`src/rtl/core/ftws_pkg.sv`:
```
// ----------------------------------------------------------------------------
// Frame time window statistics package
// Shared widths, constants, command codes and control structs.
// ----------------------------------------------------------------------------
package ftws_pkg;

	localparam int WINDOW_DEPTH = 64;
	localparam int PTR_W        = $clog2(WINDOW_DEPTH);
	localparam int CNT_W        = $clog2(WINDOW_DEPTH + 1);

	localparam int TIME_W    = 24;
	localparam int TARGET_W  = 24;
	localparam int RATE_W    = 27;
	localparam int SAMPLES_W = 7;
	localparam int COUNT_W   = 32;
	localparam int SUM_W     = TIME_W + CNT_W;
	localparam int DIV_W     = (SUM_W > RATE_W) ? SUM_W : RATE_W;
	localparam int DIVCNT_W  = $clog2(DIV_W + 1);

	localparam int APB_DATA_W = 32;
	localparam int APB_ADDR_W = 3;

	localparam logic [TARGET_W-1:0] TARGET_RESET   = TARGET_W'(16667);
	localparam logic [DIV_W-1:0]    RATE_NUMERATOR = DIV_W'(100000000);

	localparam logic ACT_RECORD = 1'b0;
	localparam logic ACT_CLEAR  = 1'b1;

	localparam logic DIV_SEL_AVG  = 1'b0;
	localparam logic DIV_SEL_RATE = 1'b1;

	localparam logic REG_TARGET = 1'b0;

	typedef struct packed {
		logic load_in;
		logic clear;
		logic record;
		logic sweep;
		logic div_start;
		logic div_sel;
		logic take_avg;
		logic take_rate;
		logic load_out;
	} ftws_cmd_t;

	typedef struct packed {
		logic act;
		logic sweep_done;
		logic div_done;
		logic avg_zero;
	} ftws_sts_t;

endpackage

```
`src/rtl/core/ftws_in_if.sv`:
```
// ----------------------------------------------------------------------------
// Frame input channel
// Valid/ready channel carrying one command and one frame duration.
// ----------------------------------------------------------------------------
interface ftws_in_if;
	import ftws_pkg::*;

	logic              valid;
	logic              ready;
	logic              action;
	logic [TIME_W-1:0] frame_time_us;

	modport source (output valid, output action, output frame_time_us, input ready);
	modport sink (input valid, input action, input frame_time_us, output ready);

endinterface

```
`src/rtl/core/ftws_out_if.sv`:
```
// ----------------------------------------------------------------------------
// Statistics output channel
// Valid/ready channel carrying one set of window statistics.
// ----------------------------------------------------------------------------
interface ftws_out_if;
	import ftws_pkg::*;

	logic                 valid;
	logic                 ready;
	logic [TIME_W-1:0]    avg_time_us;
	logic [TIME_W-1:0]    min_time_us;
	logic [TIME_W-1:0]    max_time_us;
	logic [RATE_W-1:0]    rate_centi_fps;
	logic [SAMPLES_W-1:0] samples_held;
	logic [COUNT_W-1:0]   frames_total;
	logic [COUNT_W-1:0]   frames_dropped;

	modport source (
		output valid, output avg_time_us, output min_time_us, output max_time_us,
		output rate_centi_fps, output samples_held, output frames_total,
		output frames_dropped, input ready
	);
	modport sink (
		input valid, input avg_time_us, input min_time_us, input max_time_us,
		input rate_centi_fps, input samples_held, input frames_total,
		input frames_dropped, output ready
	);

endinterface

```
`src/rtl/core/frame_time_window_stats.sv`:
```
// ----------------------------------------------------------------------------
// Frame time window statistics
// A record reads the window one entry per cycle through the memory read
// port, then runs two serial divisions (mean, then frame rate; the rate
// division is skipped on a zero mean). A clear runs no division.
// One item is in work at a time; the result register frees the input side.
// Asynchronous reset empties the window, zeroes counters and the held rate.
// ----------------------------------------------------------------------------
module frame_time_window_stats (
	input  logic                              clk,
	input  logic                              arst_n,
	ftws_in_if.sink                           frame,
	ftws_out_if.source                        stats,
	input  logic                              psel,
	input  logic                              penable,
	input  logic                              pwrite,
	input  logic [ftws_pkg::APB_ADDR_W-1:0]   paddr,
	input  logic [ftws_pkg::APB_DATA_W-1:0]   pwdata,
	output logic [ftws_pkg::APB_DATA_W-1:0]   prdata,
	output logic                              pready
);
	import ftws_pkg::*;

	logic [TARGET_W-1:0] target_q;
	logic                reg_sel;
	ftws_cmd_t           cmd;
	ftws_sts_t           sts;

	assign reg_sel = paddr[APB_ADDR_W-1];
	assign pready  = 1'b1;
	assign prdata  = (reg_sel == REG_TARGET) ? APB_DATA_W'(target_q) : '0;

	always_ff @(posedge clk or negedge arst_n) begin
		if (!arst_n) begin
			target_q <= TARGET_RESET;
		end else if (psel && penable && pwrite && (reg_sel == REG_TARGET)) begin
			target_q <= pwdata[TARGET_W-1:0];
		end
	end

	ftws_ctrl u_ctrl (
		.clk       (clk),
		.arst_n    (arst_n),
		.in_valid  (frame.valid),
		.in_ready  (frame.ready),
		.out_valid (stats.valid),
		.out_ready (stats.ready),
		.sts       (sts),
		.cmd       (cmd)
	);

	ftws_dp u_dp (
		.clk            (clk),
		.arst_n         (arst_n),
		.cmd            (cmd),
		.sts            (sts),
		.in_action      (frame.action),
		.in_time        (frame.frame_time_us),
		.target         (target_q),
		.avg_time_us    (stats.avg_time_us),
		.min_time_us    (stats.min_time_us),
		.max_time_us    (stats.max_time_us),
		.rate_centi_fps (stats.rate_centi_fps),
		.samples_held   (stats.samples_held),
		.frames_total   (stats.frames_total),
		.frames_dropped (stats.frames_dropped)
	);

	// Only one item is in work, so a transfer always drops ready next cycle.
	a_single_item: assert property (@(posedge clk) disable iff (!arst_n)
		(frame.valid && frame.ready) |=> !frame.ready)
		else $error("input ready while an item is in work");

	a_empty_window: assert property (@(posedge clk) disable iff (!arst_n)
		(stats.valid && (stats.samples_held == '0)) |->
		((stats.avg_time_us == '0) && (stats.max_time_us == '0) &&
		 (stats.min_time_us == '1)))
		else $error("empty window result fields wrong");

	a_mean_bounds: assert property (@(posedge clk) disable iff (!arst_n)
		(stats.valid && (stats.samples_held != '0)) |->
		((stats.min_time_us <= stats.avg_time_us) &&
		 (stats.avg_time_us <= stats.max_time_us)))
		else $error("mean outside min/max");

	a_dropped_le_total: assert property (@(posedge clk) disable iff (!arst_n)
		stats.valid |-> (stats.frames_dropped <= stats.frames_total))
		else $error("dropped count above total count");

endmodule

```
`src/rtl/core/ftws_ram.sv`:
```
// ----------------------------------------------------------------------------
// Generic RAM
// One write port and one read port with registered read data.
// ----------------------------------------------------------------------------
module ftws_ram #(
	parameter int WIDTH = 8,
	parameter int DEPTH = 16
) (
	input  logic                     clk,
	input  logic                     we,
	input  logic [$clog2(DEPTH)-1:0] waddr,
	input  logic [WIDTH-1:0]         wdata,
	input  logic [$clog2(DEPTH)-1:0] raddr,
	output logic [WIDTH-1:0]         rdata
);

	logic [WIDTH-1:0] mem_q [DEPTH];
	logic [WIDTH-1:0] rdata_q;

	always_ff @(posedge clk) begin
		if (we) begin
			mem_q[waddr] <= wdata;
		end
		rdata_q <= mem_q[raddr];
	end

	assign rdata = rdata_q;

endmodule

```
`src/rtl/core/ftws_div.sv`:
```
// ----------------------------------------------------------------------------
// Serial divider
// Restoring unsigned divider producing one quotient bit per cycle.
// ----------------------------------------------------------------------------
module ftws_div (
	input  logic                           clk,
	input  logic                           arst_n,
	input  logic                           start,
	input  logic [ftws_pkg::DIV_W-1:0]     dividend,
	input  logic [ftws_pkg::DIV_W-1:0]     divisor,
	output logic                           done,
	output logic [ftws_pkg::DIV_W-1:0]     quotient
);
	import ftws_pkg::*;

	logic [DIVCNT_W-1:0] cnt_q;
	logic                done_q;
	logic [DIV_W-1:0]    rem_q;
	logic [DIV_W-1:0]    quo_q;
	logic [DIV_W-1:0]    dvs_q;
	logic [DIV_W:0]      trial;
	logic                fits;

	assign trial = {rem_q, quo_q[DIV_W-1]};
	assign fits  = (trial >= {1'b0, dvs_q});

	always_ff @(posedge clk or negedge arst_n) begin
		if (!arst_n) begin
			cnt_q  <= '0;
			done_q <= 1'b0;
		end else begin
			done_q <= (cnt_q == DIVCNT_W'(1));
			if (start) begin
				cnt_q <= DIVCNT_W'(DIV_W);
			end else if (cnt_q != '0) begin
				cnt_q <= cnt_q - 1'b1;
			end
		end
	end

	always_ff @(posedge clk) begin
		if (start) begin
			rem_q <= '0;
			quo_q <= dividend;
			dvs_q <= divisor;
		end else if (cnt_q != '0) begin
			if (fits) begin
				rem_q <= DIV_W'(trial - {1'b0, dvs_q});
			end else begin
				rem_q <= trial[DIV_W-1:0];
			end
			quo_q <= {quo_q[DIV_W-2:0], fits};
		end
	end

	assign done     = done_q;
	assign quotient = quo_q;

endmodule

```
`src/rtl/core/ftws_ctrl.sv`:
```
// ----------------------------------------------------------------------------
// Frame statistics controller
// Sequences clear, record, sweep, the two divisions and the output transfer.
// ----------------------------------------------------------------------------
module ftws_ctrl (
	input  logic                clk,
	input  logic                arst_n,
	input  logic                in_valid,
	output logic                in_ready,
	output logic                out_valid,
	input  logic                out_ready,
	input  ftws_pkg::ftws_sts_t sts,
	output ftws_pkg::ftws_cmd_t cmd
);
	import ftws_pkg::*;

	localparam logic [2:0] ST_IDLE     = 3'd0;
	localparam logic [2:0] ST_DECODE   = 3'd1;
	localparam logic [2:0] ST_SWEEP    = 3'd2;
	localparam logic [2:0] ST_DIV_AVG  = 3'd3;
	localparam logic [2:0] ST_CHECK    = 3'd4;
	localparam logic [2:0] ST_DIV_RATE = 3'd5;
	localparam logic [2:0] ST_LOAD     = 3'd6;

	logic [2:0] state_q;
	logic [2:0] state_d;
	logic       out_valid_q;

	always_comb begin
		cmd     = '0;
		state_d = state_q;
		unique case (state_q)
			ST_IDLE: begin
				if (in_valid) begin
					cmd.load_in = 1'b1;
					state_d     = ST_DECODE;
				end
			end
			ST_DECODE: begin
				if (sts.act == ACT_CLEAR) begin
					cmd.clear = 1'b1;
					state_d   = ST_LOAD;
				end else begin
					cmd.record = 1'b1;
					state_d    = ST_SWEEP;
				end
			end
			ST_SWEEP: begin
				cmd.sweep = 1'b1;
				if (sts.sweep_done) begin
					cmd.div_start = 1'b1;
					cmd.div_sel   = DIV_SEL_AVG;
					state_d       = ST_DIV_AVG;
				end
			end
			ST_DIV_AVG: begin
				if (sts.div_done) begin
					cmd.take_avg = 1'b1;
					state_d      = ST_CHECK;
				end
			end
			ST_CHECK: begin
				if (sts.avg_zero) begin
					state_d = ST_LOAD;
				end else begin
					cmd.div_start = 1'b1;
					cmd.div_sel   = DIV_SEL_RATE;
					state_d       = ST_DIV_RATE;
				end
			end
			ST_DIV_RATE: begin
				if (sts.div_done) begin
					cmd.take_rate = 1'b1;
					state_d       = ST_LOAD;
				end
			end
			ST_LOAD: begin
				if (!out_valid_q || out_ready) begin
					cmd.load_out = 1'b1;
					state_d      = ST_IDLE;
				end
			end
			default: begin
				state_d = ST_IDLE;
			end
		endcase
	end

	always_ff @(posedge clk or negedge arst_n) begin
		if (!arst_n) begin
			state_q     <= ST_IDLE;
			out_valid_q <= 1'b0;
		end else begin
			state_q <= state_d;
			if (cmd.load_out) begin
				out_valid_q <= 1'b1;
			end else if (out_ready) begin
				out_valid_q <= 1'b0;
			end
		end
	end

	assign in_ready  = (state_q == ST_IDLE);
	assign out_valid = out_valid_q;

endmodule

```
`src/rtl/core/ftws_dp.sv`:
```
// ----------------------------------------------------------------------------
// Frame statistics datapath
// Window memory, counters, sweep accumulators, divider and result registers.
// ----------------------------------------------------------------------------
module ftws_dp (
	input  logic                            clk,
	input  logic                            arst_n,
	input  ftws_pkg::ftws_cmd_t             cmd,
	output ftws_pkg::ftws_sts_t             sts,
	input  logic                            in_action,
	input  logic [ftws_pkg::TIME_W-1:0]     in_time,
	input  logic [ftws_pkg::TARGET_W-1:0]   target,
	output logic [ftws_pkg::TIME_W-1:0]     avg_time_us,
	output logic [ftws_pkg::TIME_W-1:0]     min_time_us,
	output logic [ftws_pkg::TIME_W-1:0]     max_time_us,
	output logic [ftws_pkg::RATE_W-1:0]     rate_centi_fps,
	output logic [ftws_pkg::SAMPLES_W-1:0]  samples_held,
	output logic [ftws_pkg::COUNT_W-1:0]    frames_total,
	output logic [ftws_pkg::COUNT_W-1:0]    frames_dropped
);
	import ftws_pkg::*;

	logic                 act_q;
	logic [TIME_W-1:0]    time_q;
	logic [PTR_W-1:0]     ptr_q;
	logic [CNT_W-1:0]     fill_q;
	logic [COUNT_W-1:0]   total_q;
	logic [COUNT_W-1:0]   drop_q;
	logic [RATE_W-1:0]    rate_q;
	logic [CNT_W-1:0]     idx_q;
	logic                 rd_vld_s1;
	logic [SUM_W-1:0]     sum_q;
	logic [TIME_W-1:0]    mn_q;
	logic [TIME_W-1:0]    mx_q;
	logic [TIME_W-1:0]    avg_q;
	logic [TIME_W-1:0]    rd_data;
	logic                 issue;
	logic [TIME_W+1:0]    time_x2;
	logic [TARGET_W+1:0]  target_x3;
	logic                 is_dropped;
	logic [DIV_W-1:0]     div_dvd;
	logic [DIV_W-1:0]     div_dvs;
	logic [DIV_W-1:0]     div_quo;
	logic                 div_done;

	logic [TIME_W-1:0]    avg_o_q;
	logic [TIME_W-1:0]    min_o_q;
	logic [TIME_W-1:0]    max_o_q;
	logic [RATE_W-1:0]    rate_o_q;
	logic [SAMPLES_W-1:0] samples_o_q;
	logic [COUNT_W-1:0]   total_o_q;
	logic [COUNT_W-1:0]   drop_o_q;

	assign issue      = cmd.sweep && (idx_q < fill_q);
	assign time_x2    = {1'b0, time_q, 1'b0};
	assign target_x3  = {2'b00, target} + {1'b0, target, 1'b0};
	assign is_dropped = (time_x2 > target_x3);

	ftws_ram #(
		.WIDTH (TIME_W),
		.DEPTH (WINDOW_DEPTH)
	) u_window (
		.clk   (clk),
		.we    (cmd.record),
		.waddr (ptr_q),
		.wdata (time_q),
		.raddr (idx_q[PTR_W-1:0]),
		.rdata (rd_data)
	);

	assign div_dvd = (cmd.div_sel == DIV_SEL_RATE) ? RATE_NUMERATOR : DIV_W'(sum_q);
	assign div_dvs = (cmd.div_sel == DIV_SEL_RATE) ? DIV_W'(avg_q) : DIV_W'(fill_q);

	ftws_div u_div (
		.clk      (clk),
		.arst_n   (arst_n),
		.start    (cmd.div_start),
		.dividend (div_dvd),
		.divisor  (div_dvs),
		.done     (div_done),
		.quotient (div_quo)
	);

	always_ff @(posedge clk or negedge arst_n) begin
		if (!arst_n) begin
			ptr_q     <= '0;
			fill_q    <= '0;
			total_q   <= '0;
			drop_q    <= '0;
			rate_q    <= '0;
			idx_q     <= '0;
			rd_vld_s1 <= 1'b0;
		end else begin
			if (cmd.clear) begin
				ptr_q   <= '0;
				fill_q  <= '0;
				total_q <= '0;
				drop_q  <= '0;
				rate_q  <= '0;
			end else if (cmd.record) begin
				ptr_q <= (ptr_q == PTR_W'(WINDOW_DEPTH - 1)) ? '0 : ptr_q + 1'b1;
				if (fill_q != CNT_W'(WINDOW_DEPTH)) begin
					fill_q <= fill_q + 1'b1;
				end
				if (total_q != '1) begin
					total_q <= total_q + 1'b1;
				end
				if (is_dropped && (drop_q != '1)) begin
					drop_q <= drop_q + 1'b1;
				end
			end else if (cmd.take_rate) begin
				rate_q <= div_quo[RATE_W-1:0];
			end

			if (cmd.record) begin
				idx_q     <= '0;
				rd_vld_s1 <= 1'b0;
			end else begin
				if (issue) begin
					idx_q <= idx_q + 1'b1;
				end
				rd_vld_s1 <= issue;
			end
		end
	end

	always_ff @(posedge clk) begin
		if (cmd.load_in) begin
			act_q  <= in_action;
			time_q <= in_time;
		end

		if (cmd.clear) begin
			avg_q <= '0;
			mn_q  <= '1;
			mx_q  <= '0;
		end else if (cmd.record) begin
			sum_q <= '0;
			mn_q  <= '1;
			mx_q  <= '0;
		end else if (rd_vld_s1) begin
			sum_q <= sum_q + SUM_W'(rd_data);
			if (rd_data < mn_q) begin
				mn_q <= rd_data;
			end
			if (rd_data > mx_q) begin
				mx_q <= rd_data;
			end
		end else if (cmd.take_avg) begin
			avg_q <= div_quo[TIME_W-1:0];
		end

		if (cmd.load_out) begin
			avg_o_q     <= avg_q;
			min_o_q     <= mn_q;
			max_o_q     <= mx_q;
			rate_o_q    <= rate_q;
			samples_o_q <= SAMPLES_W'(fill_q);
			total_o_q   <= total_q;
			drop_o_q    <= drop_q;
		end
	end

	assign sts.act        = act_q;
	assign sts.sweep_done = (idx_q == fill_q) && !rd_vld_s1;
	assign sts.div_done   = div_done;
	assign sts.avg_zero   = (avg_q == '0);

	assign avg_time_us    = avg_o_q;
	assign min_time_us    = min_o_q;
	assign max_time_us    = max_o_q;
	assign rate_centi_fps = rate_o_q;
	assign samples_held   = samples_o_q;
	assign frames_total   = total_o_q;
	assign frames_dropped = drop_o_q;

endmodule
```
`src/flat_wrapper.sv`:
```
// flat-port wrapper written by rule: the top's interface ports become plain ports
module frame_time_window_stats_flat import ftws_pkg::*;
  (clk, arst_n, psel, penable, pwrite, paddr, pwdata, prdata, pready, frame_valid, frame_action, frame_frame_time_us, frame_ready, stats_valid, stats_avg_time_us, stats_min_time_us, stats_max_time_us, stats_rate_centi_fps, stats_samples_held, stats_frames_total, stats_frames_dropped, stats_ready);
  ftws_in_if frame_i ();
  ftws_out_if stats_i ();
  input  logic clk;
  input  logic arst_n;
  input  logic psel;
  input  logic penable;
  input  logic pwrite;
  input  logic [ftws_pkg::APB_ADDR_W-1:0] paddr;
  input  logic [ftws_pkg::APB_DATA_W-1:0] pwdata;
  output logic [ftws_pkg::APB_DATA_W-1:0] prdata;
  output logic pready;
  input wire logic [$bits(frame_i.valid)-1:0] frame_valid;
  input wire logic [$bits(frame_i.action)-1:0] frame_action;
  input wire logic [$bits(frame_i.frame_time_us)-1:0] frame_frame_time_us;
  output wire logic [$bits(frame_i.ready)-1:0] frame_ready;
  output wire logic [$bits(stats_i.valid)-1:0] stats_valid;
  output wire logic [$bits(stats_i.avg_time_us)-1:0] stats_avg_time_us;
  output wire logic [$bits(stats_i.min_time_us)-1:0] stats_min_time_us;
  output wire logic [$bits(stats_i.max_time_us)-1:0] stats_max_time_us;
  output wire logic [$bits(stats_i.rate_centi_fps)-1:0] stats_rate_centi_fps;
  output wire logic [$bits(stats_i.samples_held)-1:0] stats_samples_held;
  output wire logic [$bits(stats_i.frames_total)-1:0] stats_frames_total;
  output wire logic [$bits(stats_i.frames_dropped)-1:0] stats_frames_dropped;
  input wire logic [$bits(stats_i.ready)-1:0] stats_ready;
  assign frame_i.valid = frame_valid;
  assign frame_i.action = frame_action;
  assign frame_i.frame_time_us = frame_frame_time_us;
  assign frame_ready = frame_i.ready;
  assign stats_valid = stats_i.valid;
  assign stats_avg_time_us = stats_i.avg_time_us;
  assign stats_min_time_us = stats_i.min_time_us;
  assign stats_max_time_us = stats_i.max_time_us;
  assign stats_rate_centi_fps = stats_i.rate_centi_fps;
  assign stats_samples_held = stats_i.samples_held;
  assign stats_frames_total = stats_i.frames_total;
  assign stats_frames_dropped = stats_i.frames_dropped;
  assign stats_i.ready = stats_ready;
  frame_time_window_stats u_core (.clk(clk), .arst_n(arst_n), .frame(frame_i), .stats(stats_i), .psel(psel), .penable(penable), .pwrite(pwrite), .paddr(paddr), .pwdata(pwdata), .prdata(prdata), .pready(pready));
endmodule
```
`config.mk`:
```
export PLATFORM = sky130hd
export DESIGN_NAME = frame_time_window_stats_flat
export DESIGN_NICKNAME = d
export VERILOG_FILES = /design/src/rtl/core/ftws_pkg.sv /design/src/rtl/core/ftws_in_if.sv /design/src/rtl/core/ftws_out_if.sv /design/src/rtl/core/frame_time_window_stats.sv /design/src/rtl/core/ftws_ram.sv /design/src/rtl/core/ftws_div.sv /design/src/rtl/core/ftws_ctrl.sv /design/src/rtl/core/ftws_dp.sv /design/src/flat_wrapper.sv
export SDC_FILE = /design/constraint.sdc
export NUM_CORES = 2
export LEC_CHECK = 0
export BUFFER_PORTS_ARGS = -buffer_cell sky130_fd_sc_hd__buf_2
export CAP_MARGIN = 20
export CORE_MARGIN = 2
export CORE_UTILIZATION = 52
export CTS_BUF_LIST = sky130_fd_sc_hd__clkbuf_2 sky130_fd_sc_hd__clkbuf_4 sky130_fd_sc_hd__clkbuf_8
export DETAILED_ROUTE_END_ITERATION = 8
export GPL_ROUTABILITY_DRIVEN = 0
export PLACE_DENSITY = 0.67
export SETUP_SLACK_MARGIN = 0.4
export SYNTH_ARGS = -nofsm -noshare
export SYNTH_HDL_FRONTEND = slang
export SYNTH_SLANG_ARGS = --single-unit
```
`constraint.sdc`:
```
create_clock -name clk -period 8.8 [get_ports clk]
set_input_delay 0.88 -clock clk [delete_from_list [all_inputs] [get_ports clk]]
set_output_delay 0.88 -clock clk [all_outputs]
set_load 0.05 [all_outputs]
```
==> impl_metrics.py <==
metrics = {
    "timing": {
        "setup_slack_ns": 2.74,
        "finalMaxSlewViolations": 0,
        "fin_skew_ns": 0.0607,
        "fmax_mhz": 165,
        "hold_viol": 0,
        "setup_violations": 0,
        "worst_slew_pin_slew_ns": 1.10,
        "max-slew-margin-rel": 0.267,
        "setup_tns_ns": 0,
        "rsz0062_at_grt": "false",
        "period_share": 0.689,
        "min_period_ns": 6.06,
    },
    "run": {
        "cap_violations": 0,
    },
    "global_routing": {
        "grt-ovfl-total": 0,
        "grt_pass1_vias": 45600,
        "grtUsageTotal": 0.242,
        "grt_start_max_net_pins": 117,
        "grt_pass1_wl_mm": 295,
        "antenna_found_initial": 22,
    },
    "detailed_routing": {
        "ant_nets": 0,
        "dr.pass1.iters": 5,
        "wl_met2_mm": 99.0,
        "dr.max_layer_used": "met5",
        "drcViolationCount": 0,
        "first_iter_violations": 4688,
        "met1_length_mm": 79.7,
        "wl_met3_mm": 15.9,
        "post_drt_wl_per_cell_um": 26.3,
        "drt_wl_total_mm": 201,
        "vias": 45300,
        "viasPerCell": 5.93,
    },
    "synth": {
        "synthDistinctLibCells": 78,
        "synthArstFlopShare": 0.0699,
        "synth_largest_area_cell": "edfxtp_1",
        "yosysMostFrequentCell": "edfxtp_1",
        "synth_common_cells": "1817 x edfxtp_1, 504 x mux4_2, 300 x nand2_1",
        "synth_cells": 4705,
        "synth_seq_cells": 2090,
        "ys_seq_area_frac": 0.719,
        "synth_top_area_share": 0.645,
        "synth_edf_count": 1817,
        "synthesis.area_sq_mm": 0.0845,
        "synth_ff_type": "edfxtp_1",
        "avgSynthCellArea_sq_um": 18.0,
        "synth_warnings": 0,
        "netlist_top_cells_area": "edfxtp_1 65%, mux4_2 13%, dfrtp_1 4.1%, dfxtp_1 3.0%, ha_1 2.3%",
    },
    "die": {
        "die_h_um": 407,
        "initial_core_util": 0.525,
        "dieArea_sq_mm": 0.166,
        "die_x_um": 407,
        "ios": 272,
        "row_count": 147,
        "fp.coreArea_sq_mm": 0.161,
    },
    "clock_tree": {
        "cts.sinks": 2090,
        "tritoncts": "built",
        "cts_hold_buf": 16,
        "clockBufferDepth": 4,
        "cts_resized": 0,
        "htree_levels": 5,
        "clkTransAtPathRegs_ns": 0.06,
        "cts_setup_buffers": 0,
        "cts-root-buf": "clkbuf_8",
        "clock_latency_ns": 1.00,
        "cts_made_buffers": 345,
    },
    "cells_and_area": {
        "nFillCells": 11700,
        "syn_to_final_growth_pct": 13.2,
        "finalNetCount": 5467,
        "final_util": 0.595,
        "final_cells": 7638,
        "ff_latch_area_sq_mm": 0.0608,
        "layout-drive-gt1-share": 0.281,
        "multi_input_area_sq_mm": 0.0227,
    },
    "place": {
        "pre_cts_slack_ns": 2.85,
        "io_buffers": 252,
        "place_inst": 7035,
        "hpwl_mm": 115,
    },
    "min_path": {
        "hold_depth": 1,
        "worstHoldStart": "frame_frame_time_us[17]",
        "worstHoldPathType": "in -> reg",
        "hold_end": "u_core.u_dp.time_q[17]$_DFFE_PP_",
    },
    "setup_path": {
        "reg2regPathDepth": 20,
        "critPathLaunchType": "flip-flop",
        "cp_data_required_time_ns": 9.70,
        "cp.arrival_ns": 6.95,
        "cp-end-kind": "flip-flop",
        "r2r_start": "u_core.target_q[1]$_DFFE_PN1P_",
        "timing.rr.end": "u_core.u_dp.drop_q[25]$_DFFE_PN0P_",
        "setup.worst_path.class": "reg -> reg",
        "crit_fanout": 24,
        "r2r_setup_slack_ns": 2.74,
    },
    "pwr": {
        "ir_worst_vdd_uv": 239,
        "p_per_area_mw_per_mm2": 318,
        "cellLeakagePower_uw": 0.0324,
    },
    "outcome": {
        "status": "finished, final reports clean",
    },
}
-- routing by layer --
layer  vias up  global-route usage
met1     23300               0.323
met5         -                   0
met3       391              0.0544
met2      1785               0.395
li1      19800                   -
met4        10              0.0834
-- where the power goes --
part / internal, uW / switching [uW]
Sequential: 12100 / 794
Clock: 4550 / 3680
Combinational: 3740 / 5570
-- kinds of logic (layout without fill, tap and decap cells) --
logic type,count (synthesis),in the layout,synth area share
AOI/OAI and AO/OA,494,494,0.0350
xor gates and xnor gates,116,116,0.0120
adders and majority gates,161,161,0.0241
buffers and inverters,333,1095,0.0153
DFF,2090,2090,0.719
muxes,563,563,0.142
other,2,13,0.0000888
and+or+nand+nor,946,946,0.0530
-- metrics by stage --
stage          cell area [sq um]  power (uW)  hold WS [ns]
5_1_grt                    95700       31900        0.0371
3_5_place_dp               88900       22400         0.430
4_1_cts                    95700       30600       0.00177
2_1_floorplan              84600       19600         0.424
6_report                   95700       30400        0.0847
3_3_place_gp               88900       22200         0.433
-- worst max-delay path by stage --
stage / depth (start not counted) / slack [ns] / from / to
after floorplan: 1 / 2.68 / u_core.u_ctrl.out_valid$_DFFE_PN0P_ / u_core.u_dp.avg_time_us[0]$_DFFE_PP_
after global placement: 20 / 2.91 / u_core.target_q[1]$_DFFE_PN1P_ / u_core.u_dp.drop_q[25]$_DFFE_PN0P_
after detailed placement: 20 / 2.85 / u_core.target_q[1]$_DFFE_PN1P_ / u_core.u_dp.drop_q[25]$_DFFE_PN0P_
after CTS: 20 / 2.78 / u_core.target_q[1]$_DFFE_PN1P_ / u_core.u_dp.drop_q[25]$_DFFE_PN0P_
after global routing: 20 / 2.47 / u_core.target_q[1]$_DFFE_PN1P_ / u_core.u_dp.drop_q[25]$_DFFE_PN0P_
final: 20 / 2.74 / u_core.target_q[1]$_DFFE_PN1P_ / u_core.u_dp.drop_q[25]$_DFFE_PN0P_
-- state kept, by name (all words and copies together) (netlist names), 31 cells and up --
name,flops
u_core.u_dp.sum_q,31
u_core.u_dp.u_div.rem_q,31
u_core.u_dp.u_div.quotient,31
u_core.u_dp.frames_total,32
u_core.u_dp.total_q,32
u_core.u_dp.drop_q,32
u_core.u_dp.frames_dropped,32
u_core.u_dp.u_window.mem_q,1536
-- worst max-delay path: stages (launching register included) --
cell      delay [ns]
dfstp_2         0.41
ha_1            0.24
fa_1            0.42
a21o_1          0.18
a21oi_1         0.29
o21ai_1         0.17
nand4_1         0.24
a211oi_1        0.15
or4_1           0.53
a31o_2          0.25
a21oi_1         0.18
xnor2_1         0.09
ha_1            0.27
nand2_1         0.09
or4_4           0.57
a211oi_2        0.31
o31ai_2         0.11
buf_4           0.22
or4_1           0.69
or3_1           0.40
a21oi_1         0.14
-- cell usage in the layout, fill, tap and decap left out, drive strengths merged, types with 8 or more instances in the layout --
cell         instances
or3                 22
a21o                46
nand3              105
buf                383
or4                 12
nor4                19
mux2i               34
o211ai              11
dlygate4sd3         16
nand3b               8
o21ai              163
and2                29
edfxtp            1817
a21oi              164
xnor2               53
nand4               47
a31o                 8
nand2              300
nor3                44
and4                 8
o31ai               10
dfrtp              140
mux4               504
o21bai               8
o21a                15
nand2b              25
ha                 158
dfxtp              127
bufinv               8
nor2b               42
clkinv              91
xor2                63
and3                21
inv                115
a211oi              15
a31oi               12
conb                 9
clkbuf             478
nor2               242
mux2                25
-- layout make-up --
class / instances / area share
diodes: 4 / 0.000105
clock buffers: 478 / 0.0619
clock inverters: 104 / 0.00684
inverters: 114 / 0.00447
multi-input cells: 2289 / 0.237
flip-flops and latches: 2090 / 0.635
well taps: 2160 / 0.0282
repair buffers: 399 / 0.0259
Power figures use the tool's default switching activity.
